[src/design/timestamp_ordered_queue_macros.svh]
// Assertion macros shared by the timestamp ordered queue modules.
`ifndef TIMESTAMP_ORDERED_QUEUE_MACROS_SVH
`define TIMESTAMP_ORDERED_QUEUE_MACROS_SVH
// Implication checked on every clock edge outside reset.
`define TOQ_ASSERT_IMP(label, clk, rst_n, lhs, rhs) \
    label: assert property (@(posedge clk) disable iff (!rst_n) (lhs) |-> (rhs)) \
        else $error("assertion failed");
// Implication whose consequent is checked in the cycle after the antecedent.
`define TOQ_ASSERT_NEXT(label, clk, rst_n, lhs, rhs) \
    label: assert property (@(posedge clk) disable iff (!rst_n) (lhs) |=> (rhs)) \
        else $error("assertion failed");
`endif

[src/design/toq_pkg.sv]
// Package with types and constants of the timestamp ordered queue.
`timescale 1ns / 1ps
package toq_pkg;
    localparam int DEPTH = 16;
    localparam int IW = $clog2(DEPTH);
    localparam int CW = $clog2(DEPTH + 1);

    typedef enum logic [2:0] {
        K_PUSH = 3'd0, K_POP = 3'd1, K_PEEK = 3'd2, K_FIND_TS = 3'd3,
        K_FIND_SEQ = 3'd4, K_FIND_FRAME = 3'd5, K_EXPIRE = 3'd6, K_CLEAR = 3'd7
    } kind_t;

    localparam logic CFG_KEEP_SORTED = 1'b0;

    typedef enum logic [3:0] {
        S_IDLE, S_PUSH, S_SCAN, S_SORT, S_RANGE, S_DONE
    } state_t;

    // Commands from controller to datapath.
    typedef struct packed {
        logic latch;      // capture the command beat
        logic push_wr;    // write the tail slot
        logic pop_head;   // drop the head entry
        logic clear;      // empty the queue
        logic scan_start; // reset walk index for find or expire
        logic scan_step;  // advance walk
        logic sort_start;
        logic sort_step;
        logic range_start;
        logic range_step;
        logic emit;       // drive result strobe
    } cmd_t;

    // Status back to controller.
    typedef struct packed {
        logic [2:0] kind;
        logic full;
        logic empty;
        logic scan_done;  // walk finished or match found
        logic sort_done;
        logic range_done;
        logic sorted_mode;
    } stat_t;
endpackage

[src/design/toq_ctrl.sv]
// Controller state machine of the timestamp ordered queue.
`timescale 1ns / 1ps
`include "timestamp_ordered_queue_macros.svh"
module toq_ctrl (
    input  logic           clk,
    input  logic           rst_n,
    input  logic           start,
    output logic           busy,
    input  toq_pkg::stat_t stat,
    output toq_pkg::cmd_t  cmd
);
    import toq_pkg::*;

    state_t state_reg, state_next;

    // State register.
    always_ff @(posedge clk or negedge rst_n)
    begin
        if (!rst_n)
            state_reg <= S_IDLE;
        else
            state_reg <= state_next;
    end

    // Next state.
    always_comb
    begin
        state_next = state_reg;
        unique case (state_reg)
            S_IDLE:  if (start) state_next = S_PUSH;
            S_PUSH:
            begin
                unique case (kind_t'(stat.kind))
                    K_PUSH:
                        if (stat.full) state_next = S_DONE;
                        else if (stat.sorted_mode) state_next = S_SORT;
                        else state_next = S_RANGE;
                    K_POP:   state_next = stat.empty ? S_DONE : S_RANGE;
                    K_PEEK, K_CLEAR: state_next = S_DONE;
                    default: state_next = S_SCAN;
                endcase
            end
            S_SCAN:
                if (stat.scan_done)
                    state_next = (kind_t'(stat.kind) == K_EXPIRE) ? S_RANGE : S_DONE;
            S_SORT:  if (stat.sort_done) state_next = S_RANGE;
            S_RANGE: if (stat.range_done) state_next = S_DONE;
            S_DONE:  state_next = S_IDLE;
            default: state_next = S_IDLE;
        endcase
    end

    // Outputs.
    always_comb
    begin
        cmd = '0;
        busy = (state_reg != S_IDLE);
        unique case (state_reg)
            S_IDLE: cmd.latch = start;
            S_PUSH:
            begin
                unique case (kind_t'(stat.kind))
                    K_PUSH:
                    begin
                        cmd.push_wr = !stat.full;
                        cmd.sort_start = !stat.full && stat.sorted_mode;
                        cmd.range_start = !stat.full && !stat.sorted_mode;
                    end
                    K_POP:
                    begin
                        cmd.pop_head = !stat.empty;
                        cmd.range_start = !stat.empty;
                    end
                    K_CLEAR: cmd.clear = 1'b1;
                    K_PEEK:  ;
                    default: cmd.scan_start = 1'b1;
                endcase
            end
            S_SCAN:
            begin
                cmd.scan_step = 1'b1;
                // Only expire goes on to a range walk; a find keeps the held range.
                cmd.range_start = stat.scan_done && (kind_t'(stat.kind) == K_EXPIRE);
            end
            S_SORT:
            begin
                cmd.sort_step = 1'b1;
                cmd.range_start = stat.sort_done;
            end
            S_RANGE: cmd.range_step = 1'b1;
            S_DONE: cmd.emit = 1'b1;
            default: ;
        endcase
    end

    `TOQ_ASSERT_IMP(a_latch_idle, clk, rst_n, cmd.latch, state_reg == S_IDLE)
    `TOQ_ASSERT_NEXT(a_done_idle, clk, rst_n, state_reg == S_DONE, state_reg == S_IDLE)
    `TOQ_ASSERT_NEXT(a_start_busy, clk, rst_n, start && !busy, busy)
endmodule

[config.mk]
export PLATFORM = sky130hd
export DESIGN_NAME = toq_ctrl
export DESIGN_NICKNAME = d
export VERILOG_FILES = /design/src/design/toq_pkg.sv /design/src/design/toq_ctrl.sv
export VERILOG_INCLUDE_DIRS = /design/src /design/src/design
export SDC_FILE = /design/constraint.sdc
export NUM_CORES = 1
export LEC_CHECK = 0
export ABC_CLOCK_PERIOD_IN_PS = 1600
export BUFFER_PORTS_ARGS = -buffer_cell sky130_fd_sc_hd__clkbuf_2
export CORE_AREA = 2 2 39 41
export CTS_BUF_LIST = sky130_fd_sc_hd__clkbuf_8
export DETAILED_ROUTE_END_ITERATION = 10
export DIE_AREA = 0 0 41 43
export SYNTH_ARGS = -nofsm -noshare
export SYNTH_HDL_FRONTEND = slang
export SYNTH_SLANG_ARGS = --single-unit
[constraint.sdc]
create_clock -name clk -period 1.6 [get_ports clk]
set_clock_uncertainty 0.15 [all_clocks]
set_input_delay 0 -clock clk [delete_from_list [all_inputs] [get_ports clk]]
set_output_delay 0 -clock clk [all_outputs]
set_load 0.02 [all_outputs]
==> metrics.md <==
| Metric | Value |
|---|---|
| Initial Util | 30.92% |
| Area Overhead vs Synth | 53.51% |
| Fin crit period | 1.783 ns |
| Tot GR Track Use | 17.62% |
| CP max stage cell | or4_4 |
| Port Buffer Count | 23 |
| Hold Path Class | primary input to flop |
| Critical path capture point type | primary output |
| Leak | 0.0003205 µW |
| Worst path cell trace | nand2b_4, or4_4, nor3_4, and2_2, clkbuf_8 |
| Worst-path maximum fanout | 3 |
| Worst path arrival time | 1.63 ns |
| Max Slew Vio Count | 0 |
| Max incr delay on CP | 0.46 ns |
| Async set-reset flop share out of synthesis | 100.0% |
| Cell variety after synth | 33 |
| Synthesized flop and latch total | 3 |
| Gr ovfl total | 0 |
| Core footprint | 1384 µm² |
| Dpl cell area | 568.0 µm² |
| Die ar. | 1763 µm² |
| Fin. Hold Viols | 0 |
| Clk sinks | 3 |
| Routed Antenna Nets | 0 |
| Main synth FF type | dfrtp_1 |
| Power Density | 1583 nW/µm² |
| TritonRoute pass-1 iters | 3 |
| Final WL | 1264 µm |
| Core Rows | 14 |
| WP data required | 1.45 ns |
| Post-route DRC | 0 |
| Cts bufs inserted | 3 |
| Vias in the first global route | 483 |
| Rel. slew slack | 78.27% |
| DR vias | 523 |
| Syn Inst Count | 57 |
| Worst-skew pair later-pin latency | 0.22 ns |
| Failing checks | setup timing |
| GP Congestion | 0.7837 |
| Status | finished with violations |
| Reg clk slew, reported paths | 0.03 ns |
| Final setup margin | -0.1828 ns |
| Total power | 1040 µW |
| Synth warn | 0 |
| CTS tree | built |
| Die Width | 41 µm |
| Sequential area share after synthesis | 17.54% |
| Net Count, Synth | 69 |
| Clock Tree Buf Depth | 2 |
| Initial antenna violation count | 0 |
| Fillers | 142 |
| DR WL/cell | 12.39 µm |
| Root Buffer | clkbuf_8 |
| Least-Margin Pin Slew | 0.3218 ns |
| Synth Cell Area | 427.9 µm² |
| Final Cell Area | 656.9 µm² |
| 1st-iter DRT viols | 4 |
| Max Fclk | 0.5609 GHz |
| Nature of the critical path startpoint | flop |
| Final nets | 99 |
| CP Class | flop to primary output |
| Via density | 5.127 |
| # IOs | 24 |
| Max cap viols | 0 |
| Final period util | 111.4% |
| Multi-input logic area | 320.3 µm² |
| RSZ-0062 raised after global routing | yes |
| Cell family with most CP delay | simple AND/OR/NAND/NOR gates |
| Layout cells sized above 1 | 43.02% |
| Synthesized area per cell | 7.507 µm² |
| Peak VDD IR | 502.1 µV |
| Largest net degree at the start of global routing | 14 |
| First-pass GRT wire length | 2007 µm |
| Post-DP HPWL | 913.9 µm |
| Htree depth | 1 |
| N_diodes | 0 |
| Final setup viols | 4 |
| Number of enable flip-flop cells after synthesis | 0 |
| Storage cell area | 75.07 µm² |
| Die height | 43 µm |
| CP bufs+invs | 1 |
| Largest register FFs | 3 |
## layout make-up
cell class	instances	share of cell area, %
inverters	2	1.143
repair buffers	30	28.76
clock inverters	1	0.5714
well taps	16	3.048
clock buffers	3	6.286
flip-flops and latches	3	11.43
multi-input cells	47	48.76
## cells in the final DEF, fill, tap and decap left out, drive strengths merged
cell type / Yosys / routed
a211o: 1 / 1
o21a: 1 / 1
a21oi: 4 / 4
nor4b: 1 / 1
nor2b: 1 / 1
and3: 3 / 3
nand3: 1 / 1
o311ai: 1 / 1
o21ai: 1 / 1
o32ai: 1 / 1
nand2: 8 / 8
clkbuf: 0 / 24
a211oi: 1 / 1
o41ai: 1 / 1
or4: 1 / 1
dlygate4sd3: 0 / 3
a221o: 1 / 1
or2: 1 / 1
nor2: 2 / 2
nor3b: 3 / 3
nor3: 5 / 5
nand2b: 2 / 2
mux2i: 1 / 1
o22ai: 1 / 1
xor2: 1 / 1
xnor2: 1 / 1
a21o: 1 / 1
and2: 1 / 1
inv: 2 / 3
o21bai: 1 / 1
dfrtp: 3 / 3
buf: 5 / 6
## cells in the mapped netlist, types with 2 or more instances
| library cell | count | area (µm²) |
|---|---|---|
| a21oi_1 | 4 | 20.02 |
| buf_2 | 4 | 20.02 |
| nor3_1 | 4 | 20.02 |
| nor2_1 | 2 | 7.510 |
| dfrtp_1 | 3 | 75.07 |
| nand2_1 | 8 | 30.03 |
| nor3b_1 | 3 | 22.52 |
| and3_1 | 3 | 18.77 |
| inv_1 | 2 | 7.510 |
## worst register-to-register path: stages (launching register included)
cell and delay, ns:
dfrtp_1 0.34, buf_4 0.18, inv_1 0.12, o311ai_0 0.37, o21a_1 0.16
## report_power, final
group,total (µW),internal [µW],switching (µW),leakage (µW)
logic,672,284,388,0.000256
registers,147,115,32.0,0.0000375
clock network,220,164,56.5,0.0000269
## layer usage
layer	GRT usage, %	wire, µm	up-vias
met5	0	0	-
met4	14.00	27	0
met3	5.236	92	3
met2	26.25	596	23
met1	19.48	546	230
li1	-	-	267
## worst paths after layout
| check | slack, ns | to | cells after the start | start |
|---|---|---|---|---|
| min in group asynchronous | 0.51 | state_reg[1] | 3 | rst_n |
| min reg2reg | 0.42 | state_reg[1] | 1 | state_reg[0] |
| max reg2reg | 0.20 | state_reg[0] | 4 | state_reg[1] |
| max in group asynchronous | 0.64 | state_reg[2] | 3 | rst_n |
| max | -0.18 | cmd[4] | 5 | state_reg[2] |
| min | 0.02 | state_reg[1] | 3 | stat[2] |
## logic make-up after synthesis
group           count (synthesis)  synth area share, %
compound gates                 15                25.15
simple gates                   29                41.82
buf+inv                         7                9.065
mux                             1                2.339
flops                           3                17.54
xor+xnor                        2                4.094
## timing repair
action                                 in CTS  in global routing
buffers inserted                            0                  0
endpoints found under the hold margin       4                  0
setup endpoints to repair                   4                  4
resized for setup                           4                  2
hold buffers                                3                  0
## stage by stage
step	util [%]	setup TNS, ns	worst slack, ns	instances	hold WS, ns
2_1_floorplan	-	-0.02377	-0.02377	57	-0.4456
4_1_cts	47.47	-0.5121	-0.1995	102	0.01361
3_3_place_gp	41.05	0	0.07033	95	-0.3468
3_5_place_dp	41.05	0	0.03860	95	-0.3495
5_1_grt	47.47	-0.6418	-0.2407	102	0.04916
6_report	47.47	-0.4347	-0.1828	102	0.02036
No activity file was read; power rests on OpenSTA's default activity.
